$ cat src/rtl/htc_pkg.sv
`timescale 1ns / 1ps

package htc_pkg;

    localparam int HEAD_W  = 13;
    localparam int ERR_W   = 14;
    localparam int DIST_W  = 13;
    localparam int SPAN_W  = 12;
    localparam int TOL_W   = 12;
    localparam int LEVEL_W = 8;
    localparam int PROD_W  = LEVEL_W + SPAN_W;
    localparam int DRIVE_W = 9;
    localparam int CFG_W   = 16;
    localparam int ADDR_W  = 3;
    localparam int NOW_W   = 32;

    typedef enum logic [4:0] {
        S_IDLE = 5'b00001,
        S_WRAP = 5'b00010,
        S_EVAL = 5'b00100,
        S_DIV  = 5'b01000,
        S_FIN  = 5'b10000
    } state_t;

    typedef enum logic [1:0] {
        REASON_RUN     = 2'd0,
        REASON_REACHED = 2'd1,
        REASON_NEAR    = 2'd2,
        REASON_TIMEOUT = 2'd3
    } reason_t;

    typedef enum logic [ADDR_W-1:0] {
        REG_TARGET  = 3'd0,
        REG_TOL     = 3'd1,
        REG_HOLD    = 3'd2,
        REG_TIMEOUT = 3'd3,
        REG_KICK_MS = 3'd4,
        REG_KICK_LV = 3'd5,
        REG_RAMP    = 3'd6,
        REG_FLOOR   = 3'd7
    } reg_idx_t;

    typedef struct packed {
        logic                start;
        logic [PROD_W-1:0]   product;
        logic [SPAN_W-1:0]   divisor;
    } div_req_t;

    typedef struct packed {
        logic                done;
        logic [LEVEL_W-1:0]  quotient;
    } div_rsp_t;

endpackage

$ cat src/rtl/heading_turn_controller_top.sv
`timescale 1ns / 1ps
// request path: S_IDLE takes the request, S_WRAP applies whole-circle corrections to the error
// (at most one for 4 fraction bits), then S_EVAL and S_FIN, with S_DIV between them when the
// ramp divide runs (8-step serial divider); one request at a time, next request taken the cycle
// after the result is loaded
// reset: asynchronous active low, registers take their defaults and turn timers clear

module heading_turn_controller_top #(
    parameter int HEADING_FRAC_BITS = 4,
    parameter int TIME_WIDTH        = 32
) (
    input  logic                                clk,
    input  logic                                rst_n,
    input  logic                                cfg_we,
    input  logic [htc_pkg::ADDR_W-1:0]          cfg_addr,
    input  logic [htc_pkg::CFG_W-1:0]           cfg_wdata,
    input  logic                                in_valid,
    output logic                                in_ready,
    input  logic [htc_pkg::HEAD_W-1:0]          heading,
    input  logic [htc_pkg::NOW_W-1:0]           now_ms,
    input  logic [htc_pkg::LEVEL_W-1:0]         base_level,
    output logic                                out_valid,
    input  logic                                out_ready,
    output logic signed [htc_pkg::DRIVE_W-1:0]  left_drive,
    output logic signed [htc_pkg::DRIVE_W-1:0]  right_drive,
    output logic                                done_res,
    output logic [1:0]                          finish_reason
);
    import htc_pkg::*;

    localparam int CW     = 20;
    localparam int HALF_I = 180 << HEADING_FRAC_BITS;
    localparam int FULL_I = 360 << HEADING_FRAC_BITS;
    localparam logic signed [CW-1:0] HALF_C     = CW'(HALF_I);
    localparam logic signed [CW-1:0] NEG_HALF_C = CW'(-HALF_I);
    localparam logic signed [CW-1:0] FULL_C     = CW'(FULL_I);

    state_t state_reg, state_next;

    logic [HEAD_W-1:0]   tgt_reg, tgt_next;
    logic [TOL_W-1:0]    tol_reg, tol_next;
    logic [CFG_W-1:0]    hold_reg, hold_next;
    logic [CFG_W-1:0]    timeout_reg, timeout_next;
    logic [CFG_W-1:0]    kick_ms_reg, kick_ms_next;
    logic [LEVEL_W-1:0]  kick_lv_reg, kick_lv_next;
    logic [SPAN_W-1:0]   ramp_reg, ramp_next;
    logic [LEVEL_W-1:0]  floor_reg, floor_next;

    logic [TIME_WIDTH-1:0] start_time_reg, start_time_next;
    logic                  start_valid_reg, start_valid_next;
    logic [TIME_WIDTH-1:0] near_time_reg, near_time_next;
    logic                  near_valid_reg, near_valid_next;

    logic signed [ERR_W-1:0] err_reg, err_next;
    logic [TIME_WIDTH-1:0]   now_reg, now_next;
    logic [LEVEL_W-1:0]      base_reg, base_next;
    logic [LEVEL_W-1:0]      level_reg, level_next;
    reason_t                 reason_reg, reason_next;
    logic                    pos_reg, pos_next;

    logic                       out_valid_reg, out_valid_next;
    logic signed [DRIVE_W-1:0]  out_left_reg, out_left_next;
    logic signed [DRIVE_W-1:0]  out_right_reg, out_right_next;
    logic                       out_done_reg, out_done_next;
    reason_t                    out_reason_reg, out_reason_next;

    logic signed [CW-1:0]   err_ext;
    logic [ERR_W-1:0]       err_abs;
    logic [DIST_W-1:0]      err_mag;
    logic [TOL_W+2:0]       tol5;
    logic                   reached, in_near, hold_ok, timed_out, in_kick, in_ramp;
    logic [TIME_WIDTH-1:0]  elapsed, near_el;
    logic [DRIVE_W-1:0]     lvl9;

    div_req_t div_req;
    div_rsp_t div_rsp;

    htc_div u_div (
        .clk   (clk),
        .rst_n (rst_n),
        .req   (div_req),
        .rsp   (div_rsp)
    );

    always_comb
    begin
        err_ext   = CW'(err_reg);
        err_abs   = err_reg[ERR_W-1] ? ERR_W'(-err_reg) : ERR_W'(err_reg);
        err_mag   = err_abs[DIST_W-1:0];
        reached   = err_mag <= {1'b0, tol_reg};
        tol5      = {1'b0, tol_reg, 2'b00} + {3'b000, tol_reg};
        in_near   = {1'b0, err_mag, 1'b0} <= tol5;
        elapsed   = start_valid_reg ? TIME_WIDTH'(now_reg - start_time_reg) : '0;
        near_el   = TIME_WIDTH'(now_reg - near_time_reg);
        hold_ok   = near_el >= TIME_WIDTH'(hold_reg);
        timed_out = elapsed > TIME_WIDTH'(timeout_reg);
        in_kick   = elapsed < TIME_WIDTH'(kick_ms_reg);
        in_ramp   = err_mag < {1'b0, ramp_reg};
        lvl9      = {1'b0, level_reg};
    end

    always_comb
    begin
        state_next       = state_reg;
        tgt_next         = tgt_reg;
        tol_next         = tol_reg;
        hold_next        = hold_reg;
        timeout_next     = timeout_reg;
        kick_ms_next     = kick_ms_reg;
        kick_lv_next     = kick_lv_reg;
        ramp_next        = ramp_reg;
        floor_next       = floor_reg;
        start_time_next  = start_time_reg;
        start_valid_next = start_valid_reg;
        near_time_next   = near_time_reg;
        near_valid_next  = near_valid_reg;
        err_next         = err_reg;
        now_next         = now_reg;
        base_next        = base_reg;
        level_next       = level_reg;
        reason_next      = reason_reg;
        pos_next         = pos_reg;
        out_valid_next   = out_valid_reg && !out_ready;
        out_left_next    = out_left_reg;
        out_right_next   = out_right_reg;
        out_done_next    = out_done_reg;
        out_reason_next  = out_reason_reg;
        div_req.start    = 1'b0;
        div_req.product  = PROD_W'(base_reg * err_mag[SPAN_W-1:0]);
        div_req.divisor  = ramp_reg;

        unique case (state_reg)
            S_IDLE:
            begin
                if (in_valid)
                begin
                    err_next   = ERR_W'({1'b0, tgt_reg}) - ERR_W'({1'b0, heading});
                    now_next   = now_ms[TIME_WIDTH-1:0];
                    base_next  = base_level;
                    state_next = S_WRAP;
                end
            end
            S_WRAP:
            begin
                // one whole-circle correction per cycle
                priority if (err_ext > HALF_C)
                    err_next = ERR_W'(err_ext - FULL_C);
                else if (err_ext < NEG_HALF_C)
                    err_next = ERR_W'(err_ext + FULL_C);
                else
                    state_next = S_EVAL;
            end
            S_EVAL:
            begin
                start_valid_next = 1'b1;
                if (!start_valid_reg)
                    start_time_next = now_reg;
                pos_next    = !err_reg[ERR_W-1] && (err_reg != '0);
                reason_next = REASON_RUN;
                level_next  = '0;
                state_next  = S_FIN;
                if (!reached)
                begin
                    if (!in_near)
                        near_valid_next = 1'b0;
                    else if (!near_valid_reg)
                    begin
                        near_time_next  = now_reg;
                        near_valid_next = 1'b1;
                    end
                end
                priority if (reached)
                    reason_next = REASON_REACHED;
                else if (in_near && near_valid_reg && hold_ok)
                    reason_next = REASON_NEAR;
                else if (timed_out)
                    reason_next = REASON_TIMEOUT;
                else if (in_kick)
                    level_next = kick_lv_reg;
                else if (in_ramp)
                begin
                    div_req.start = 1'b1;
                    state_next    = S_DIV;
                end
                else
                    level_next = base_reg;
                if (reached || (in_near && near_valid_reg && hold_ok) || timed_out)
                begin
                    start_valid_next = 1'b0;
                    near_valid_next  = 1'b0;
                end
            end
            S_DIV:
            begin
                if (div_rsp.done)
                begin
                    level_next = (div_rsp.quotient < floor_reg) ? floor_reg : div_rsp.quotient;
                    state_next = S_FIN;
                end
            end
            S_FIN:
            begin
                if (!out_valid_reg || out_ready)
                begin
                    out_valid_next  = 1'b1;
                    out_reason_next = reason_reg;
                    if (reason_reg != REASON_RUN)
                    begin
                        out_done_next  = 1'b1;
                        out_left_next  = '0;
                        out_right_next = '0;
                    end
                    else
                    begin
                        out_done_next  = 1'b0;
                        out_left_next  = pos_reg ? lvl9 : DRIVE_W'(-lvl9);
                        out_right_next = pos_reg ? DRIVE_W'(-lvl9) : lvl9;
                    end
                    state_next = S_IDLE;
                end
            end
            default:
                state_next = S_IDLE;
        endcase

        if (cfg_we)
        begin
            unique case (reg_idx_t'(cfg_addr))
                REG_TARGET:
                begin
                    tgt_next         = cfg_wdata[HEAD_W-1:0];
                    start_valid_next = 1'b0;
                    near_valid_next  = 1'b0;
                end
                REG_TOL:     tol_next     = cfg_wdata[TOL_W-1:0];
                REG_HOLD:    hold_next    = cfg_wdata;
                REG_TIMEOUT: timeout_next = cfg_wdata;
                REG_KICK_MS: kick_ms_next = cfg_wdata;
                REG_KICK_LV: kick_lv_next = cfg_wdata[LEVEL_W-1:0];
                REG_RAMP:    ramp_next    = cfg_wdata[SPAN_W-1:0];
                REG_FLOOR:   floor_next   = cfg_wdata[LEVEL_W-1:0];
                default:     tgt_next     = tgt_reg;
            endcase
        end
    end

    always_ff @(posedge clk or negedge rst_n)
    begin
        if (!rst_n)
        begin
            state_reg       <= S_IDLE;
            tgt_reg         <= '0;
            tol_reg         <= TOL_W'(48);
            hold_reg        <= CFG_W'(300);
            timeout_reg     <= CFG_W'(5000);
            kick_ms_reg     <= CFG_W'(100);
            kick_lv_reg     <= LEVEL_W'(255);
            ramp_reg        <= SPAN_W'(480);
            floor_reg       <= LEVEL_W'(60);
            start_time_reg  <= '0;
            start_valid_reg <= 1'b0;
            near_time_reg   <= '0;
            near_valid_reg  <= 1'b0;
            out_valid_reg   <= 1'b0;
        end
        else
        begin
            state_reg       <= state_next;
            tgt_reg         <= tgt_next;
            tol_reg         <= tol_next;
            hold_reg        <= hold_next;
            timeout_reg     <= timeout_next;
            kick_ms_reg     <= kick_ms_next;
            kick_lv_reg     <= kick_lv_next;
            ramp_reg        <= ramp_next;
            floor_reg       <= floor_next;
            start_time_reg  <= start_time_next;
            start_valid_reg <= start_valid_next;
            near_time_reg   <= near_time_next;
            near_valid_reg  <= near_valid_next;
            out_valid_reg   <= out_valid_next;
        end
    end

    always_ff @(posedge clk)
    begin
        err_reg        <= err_next;
        now_reg        <= now_next;
        base_reg       <= base_next;
        level_reg      <= level_next;
        reason_reg     <= reason_next;
        pos_reg        <= pos_next;
        out_left_reg   <= out_left_next;
        out_right_reg  <= out_right_next;
        out_done_reg   <= out_done_next;
        out_reason_reg <= out_reason_next;
    end

    assign in_ready      = (state_reg == S_IDLE);
    assign out_valid     = out_valid_reg;
    assign left_drive    = out_left_reg;
    assign right_drive   = out_right_reg;
    assign done_res      = out_done_reg;
    assign finish_reason = out_reason_reg;

`ifndef SYNTHESIS
    a_done_zero: assert property (@(posedge clk) disable iff (!rst_n)
        out_valid && done_res |-> left_drive == '0 && right_drive == '0)
        else $error("finished request with nonzero drive");

    a_done_reason: assert property (@(posedge clk) disable iff (!rst_n)
        out_valid |-> done_res == (finish_reason != REASON_RUN))
        else $error("done flag and finish reason disagree");

    a_drive_mirror: assert property (@(posedge clk) disable iff (!rst_n)
        out_valid && !done_res |-> left_drive == -right_drive)
        else $error("left and right drive not opposite");

    a_one_at_a_time: assert property (@(posedge clk) disable iff (!rst_n)
        in_valid && in_ready |=> !in_ready)
        else $error("request taken while busy");
`endif

endmodule

$ cat src/rtl/htc_div.sv
`timescale 1ns / 1ps

module htc_div (
    input  logic             clk,
    input  logic             rst_n,
    input  htc_pkg::div_req_t req,
    output htc_pkg::div_rsp_t rsp
);
    import htc_pkg::*;

    logic                busy_reg, busy_next;
    logic                done_reg, done_next;
    logic [2:0]          cnt_reg, cnt_next;
    logic [SPAN_W-1:0]   rem_reg, rem_next;
    logic [SPAN_W-1:0]   dvs_reg, dvs_next;
    logic [LEVEL_W-1:0]  low_reg, low_next;
    logic [LEVEL_W-1:0]  q_reg, q_next;
    logic [SPAN_W:0]     trial;
    logic                ge;

    always_comb
    begin
        trial     = {rem_reg, low_reg[LEVEL_W-1]};
        ge        = trial >= {1'b0, dvs_reg};
        busy_next = busy_reg;
        done_next = 1'b0;
        cnt_next  = cnt_reg;
        rem_next  = rem_reg;
        dvs_next  = dvs_reg;
        low_next  = low_reg;
        q_next    = q_reg;
        if (req.start)
        begin
            busy_next = 1'b1;
            cnt_next  = '0;
            rem_next  = req.product[PROD_W-1:LEVEL_W];
            low_next  = req.product[LEVEL_W-1:0];
            dvs_next  = req.divisor;
        end
        else if (busy_reg)
        begin
            // one quotient bit per cycle, restoring
            rem_next = ge ? SPAN_W'(trial - {1'b0, dvs_reg}) : SPAN_W'(trial);
            low_next = {low_reg[LEVEL_W-2:0], 1'b0};
            q_next   = {q_reg[LEVEL_W-2:0], ge};
            cnt_next = 3'(cnt_reg + 3'd1);
            if (cnt_reg == 3'd7)
            begin
                busy_next = 1'b0;
                done_next = 1'b1;
            end
        end
    end

    always_ff @(posedge clk or negedge rst_n)
    begin
        if (!rst_n)
        begin
            busy_reg <= 1'b0;
            done_reg <= 1'b0;
            cnt_reg  <= '0;
        end
        else
        begin
            busy_reg <= busy_next;
            done_reg <= done_next;
            cnt_reg  <= cnt_next;
        end
    end

    always_ff @(posedge clk)
    begin
        rem_reg <= rem_next;
        dvs_reg <= dvs_next;
        low_reg <= low_next;
        q_reg   <= q_next;
    end

    assign rsp.done     = done_reg;
    assign rsp.quotient = q_reg;

endmodule
$ cat config.mk
export PLATFORM = sky130hd
export DESIGN_NAME = heading_turn_controller_top
export DESIGN_NICKNAME = d
export VERILOG_FILES = /design/src/rtl/htc_pkg.sv /design/src/rtl/heading_turn_controller_top.sv /design/src/rtl/htc_div.sv
export SDC_FILE = /design/constraint.sdc
export NUM_CORES = 1
export LEC_CHECK = 0
export ABC_CLOCK_PERIOD_IN_PS = 18200
export BUFFER_PORTS_ARGS = -buffer_cell sky130_fd_sc_hd__buf_2
export CORE_UTILIZATION = 50
export CTS_BUF_LIST = sky130_fd_sc_hd__clkbuf_4 sky130_fd_sc_hd__clkbuf_8
export DETAILED_ROUTE_END_ITERATION = 10
export GPL_TIMING_DRIVEN = 0
export PLACE_DENSITY = 0.77
export SYNTH_ARGS = -nofsm -noshare
export SYNTH_HDL_FRONTEND = slang
export SYNTH_SLANG_ARGS = --single-unit
$ cat constraint.sdc
create_clock -name clk -period 18.2 [get_ports clk]
set_input_delay 0.91 -clock clk [delete_from_list [all_inputs] [get_ports clk]]
set_output_delay 0.91 -clock clk [all_outputs]
set_load 0.03 [all_outputs]
==> implementation parameters <==
Parameter                              Value

Routing
  Post-route DRC ... 0
  Drt initial violations ... 1,120
  Aggregate routed wire length ... 57.6 mm
  DR WL/cell ... 18.4 um
  Remaining antenna violation count ... 0
  Vias/cell ... 5.68
  Total number of vias ... roughly 18,000
  TritonRoute pass-1 iters ... 6

Final layout
  Syn-to-layout area delta ... 11.1%
  Share of final-layout standard cells stronger than drive strength 1 ... between 15 and 20%
  Post-layout net count ... between 2,000 and 3,000
  Core Util, Final ... 56.9%

Flow run
  Number of violations of the max-capacitance limit ... 0

Logic synthesis
  Async set-or-reset flop fraction in the synthesized netlist ... 58.7%
  Number of standard cells after synthesis ... 2,333
  Per-instance average area after synthesis ... around 9.8 um^2
  Most used standard cell by instance count after synthesis ... sky130_fd_sc_hd__inv_1
  Leading post-synthesis cells by cell area ... sky130_fd_sc_hd__edfxtp_1 16%, sky130_fd_sc_hd__dfrtp_1 16%, sky130_fd_sc_hd__ha_1 13%, sky130_fd_sc_hd__mux2_2 6.0%, sky130_fd_sc_hd__fa_1 5.8%
  Synth Flop Type ... sky130_fd_sc_hd__dfrtp_1
  Yosys top cell by area ... sky130_fd_sc_hd__edfxtp_1
  Post-synth EDFFs ... about 130
  Number of synthesized register bits ... about 300
  Post-synthesis net count ... 2,710
  Ranking of synthesized cells by instance count ... 281 x sky130_fd_sc_hd__inv_1, 234 x sky130_fd_sc_hd__ha_1, 171 x sky130_fd_sc_hd__nand2_1
  Synth cell types ... 85
  Number of warnings issued by yosys ... 0
  Sequential share of the synthesized area ... 36.1%
  Area share of the largest cell type after synthesis ... roughly 16%
  Cell area after synthesis ... approximately 23,000 um^2

Clock tree
  H-tree level count ... 2
  Maximum buffer depth of the clock tree ... 3
  Hold-fix buffers at CTS ... 0
  Number of clock buffers inserted by TritonCTS ... 53
  Worst-Skew Late Latency ... 0.67 ns
  Sink count of the clock tree ... 303
  Post-CTS setup buffers ... 0
  Clock-pin transition on the worst setup and hold timing paths ... 0.06 ns
  Clock root buffer ... sky130_fd_sc_hd__clkbuf_8
  CTS resizes ... 0
  TritonCTS clock tree ... done

Timing
  Final slew viol count ... 0
  Final count of hold timing violations ... 0
  Period utilisation layout ... between 40 and 50%
  Setup_tns ... 0 ns
  Clock period minus worst slack ... 7.33 ns
  Largest clock skew in the final design ... 0.0464 ns
  Count of endpoints failing setup in the final report ... 0
  Pin slew with the least headroom to its limit ... 1.34 ns
  RSZ-0062 raised after global routing ... false
  Worst max-slew margin expressed relative to the limit ... between 10% and 20%
  Top achievable clock speed ... 136 MHz

Floorplan
  Top-level port count ... 100
  Core Footprint ... 44,600 um^2
  Chip Height ... approximately 220 um
  Die width ... between 200 and 250 um
  Die footprint ... 46,500 um^2
  Placement Rows ... 77
  Initial cell density of the core ... about half

Hold path
  Hold/Removal Path Class ... input port to asynchronous set/reset pin

Outcome
  Status ... complete, no violations

Global route
  Global-route congestion overflow total ... 0
  Antenna violations before repair ... 2
  Largest net degree at the start of global routing ... 121
  Overall track demand over capacity in global routing ... 25.1%
  Global-route wire length before repair ... 92.7 mm
  Via count of the first global-routing pass ... 18,000
  Met1 Resource Use GR ... 30.5%
  Most Crowded Layer GR ... met2
  Grt met3 use ... ~3.7%
  GR met2 Demand/Resource ... between 40% and 50%

Setup path
  Critical path data arrival time ... 7.71 ns
  Crit-path max FO ... 11
  Cell-by-cell listing of the critical path ... buf_1, inv_1, ha_1, nand2b_1, xnor2_1, nand2_1, fa_1, fa_1, inv_1, fa_1, inv_1, fa_1, inv_1, ha_1, a21boi_0, o21ai_0, nand2b_1, a21o_1, a41o_1, o21ai_0, o2111ai_1, a21oi_1, xnor2_1, mux2i_1
  Capturing element type of the critical path ... register
  Launching element type of the critical path ... register
  Slowest stage cell on the critical path ... sky130_fd_sc_hd__xnor2_1
  Cell family with most CP delay ... adder cells
  Critical path's largest stage delay ... 0.89 ns
  Buffers & Inverters on Critical Path ... 5
  Required arrival time at the worst endpoint ... 18.58 ns
  Type of the worst setup path ... register to register

Placed design
  Detailed placement HPWL ... 44.7 mm
  Weighted congestion at the end of routability-driven global placement ... a little over 0.9
  Buffers added on ports ... 96
==> layout make-up <==
cell class                      instances  area [um^2]
Tap cell                              592          741
Buffer                                 73          297
Sequential cell                       303         8250
Clock inverter                         22          240
Inverter                              281         1050
Multi-Input combinational cell       1676        13200
Clock buffer                           76          958
Fill cell                            3839        19200
Timing Repair Buffer                  101          581
Antenna cell                            1         2.50
==> cell families after synthesis <==
logic type / synth area share [%]
AOI/OAI and AO/OA: 14.5
xor gates and xnor gates: 3.61
adders and majority gates: 18.7
buffers and inverters: 5.92
DFF: 36.1
muxes: 7.83
and+or+nand+nor: 13.4
==> placed cells by master (no fill, tap or decap), types with 13 or more instances in the layout <==
| cell type | instances |
|---|---|
| sky130_fd_sc_hd__inv_1 | 281 |
| sky130_fd_sc_hd__ha_1 | 234 |
| sky130_fd_sc_hd__nand2_1 | 171 |
| sky130_fd_sc_hd__o21ai_0 | 150 |
| sky130_fd_sc_hd__dfrtp_1 | 147 |
| sky130_fd_sc_hd__a21oi_1 | 125 |
| sky130_fd_sc_hd__edfxtp_1 | 125 |
| sky130_fd_sc_hd__mux2_2 | 122 |
| sky130_fd_sc_hd__nor2_1 | 103 |
| sky130_fd_sc_hd__buf_2 | 98 |
| sky130_fd_sc_hd__and2_1 | 70 |
| sky130_fd_sc_hd__fa_1 | 66 |
| sky130_fd_sc_hd__clkbuf_8 | 62 |
| sky130_fd_sc_hd__clkbuf_1 | 61 |
| sky130_fd_sc_hd__xnor2_1 | 61 |
| sky130_fd_sc_hd__a21o_1 | 55 |
| sky130_fd_sc_hd__nor2b_1 | 52 |
| sky130_fd_sc_hd__nor3_1 | 39 |
| sky130_fd_sc_hd__nand2b_1 | 34 |
| sky130_fd_sc_hd__xor2_1 | 32 |
| sky130_fd_sc_hd__mux2i_1 | 32 |
| sky130_fd_sc_hd__dfstp_2 | 31 |
| sky130_fd_sc_hd__nand3_1 | 29 |
| sky130_fd_sc_hd__o21a_1 | 24 |
| sky130_fd_sc_hd__a211oi_1 | 21 |
| sky130_fd_sc_hd__or3_1 | 18 |
| sky130_fd_sc_hd__nand4_1 | 18 |
| sky130_fd_sc_hd__clkbuf_4 | 14 |
| sky130_fd_sc_hd__a21boi_0 | 13 |
==> final timing paths <==
path                                    startpoint                        endpoint  slack, ns  cells past startpoint
max                           err_reg[0]$_DFFE_PP_     u_div.rem_reg[11]$_DFFE_PP_      10.87                     24
min in group clk                         now_ms[8]            now_reg[8]$_DFFE_PP_       0.42                      1
min                                          rst_n  start_time_reg[19]$_DFFE_PN0P_       0.19                      1
max in group asynchronous                    rst_n      kick_ms_reg[9]$_DFFE_PN0P_      16.99                      2
max reg2reg                   err_reg[0]$_DFFE_PP_     u_div.rem_reg[11]$_DFFE_PP_      10.87                     24
min reg2reg                ramp_reg[9]$_DFFE_PN0P_      u_div.dvs_reg[9]$_DFFE_PN_       0.47                      0
==> per-stage QoR <==
step / cells / hold WS [ns] / setup slack (ns) / cell area, um^2
CTS: 3123 / 0.159 / 10.67 / 25300
finish: 3125 / 0.188 / 10.87 / 25400
floorplan: 2333 / 0.417 / 12.33 / 22800
global route: 3124 / 0.185 / 10.45 / 25400
global placement: 3021 / 0.456 / 10.79 / 24100
detailed placement: 3025 / 0.457 / 10.70 / 24200
==> metal layers <==
metal	vias to the layer above	wire [um]
li1	8505	-
met4	0	2370
met1	8617	23700
met5	-	0
met2	483	28500
met3	137	3010
Power is left out: the tool's default activity adds up to more than one toggle a clock period on the data nets, which glitch-free logic cannot reach.
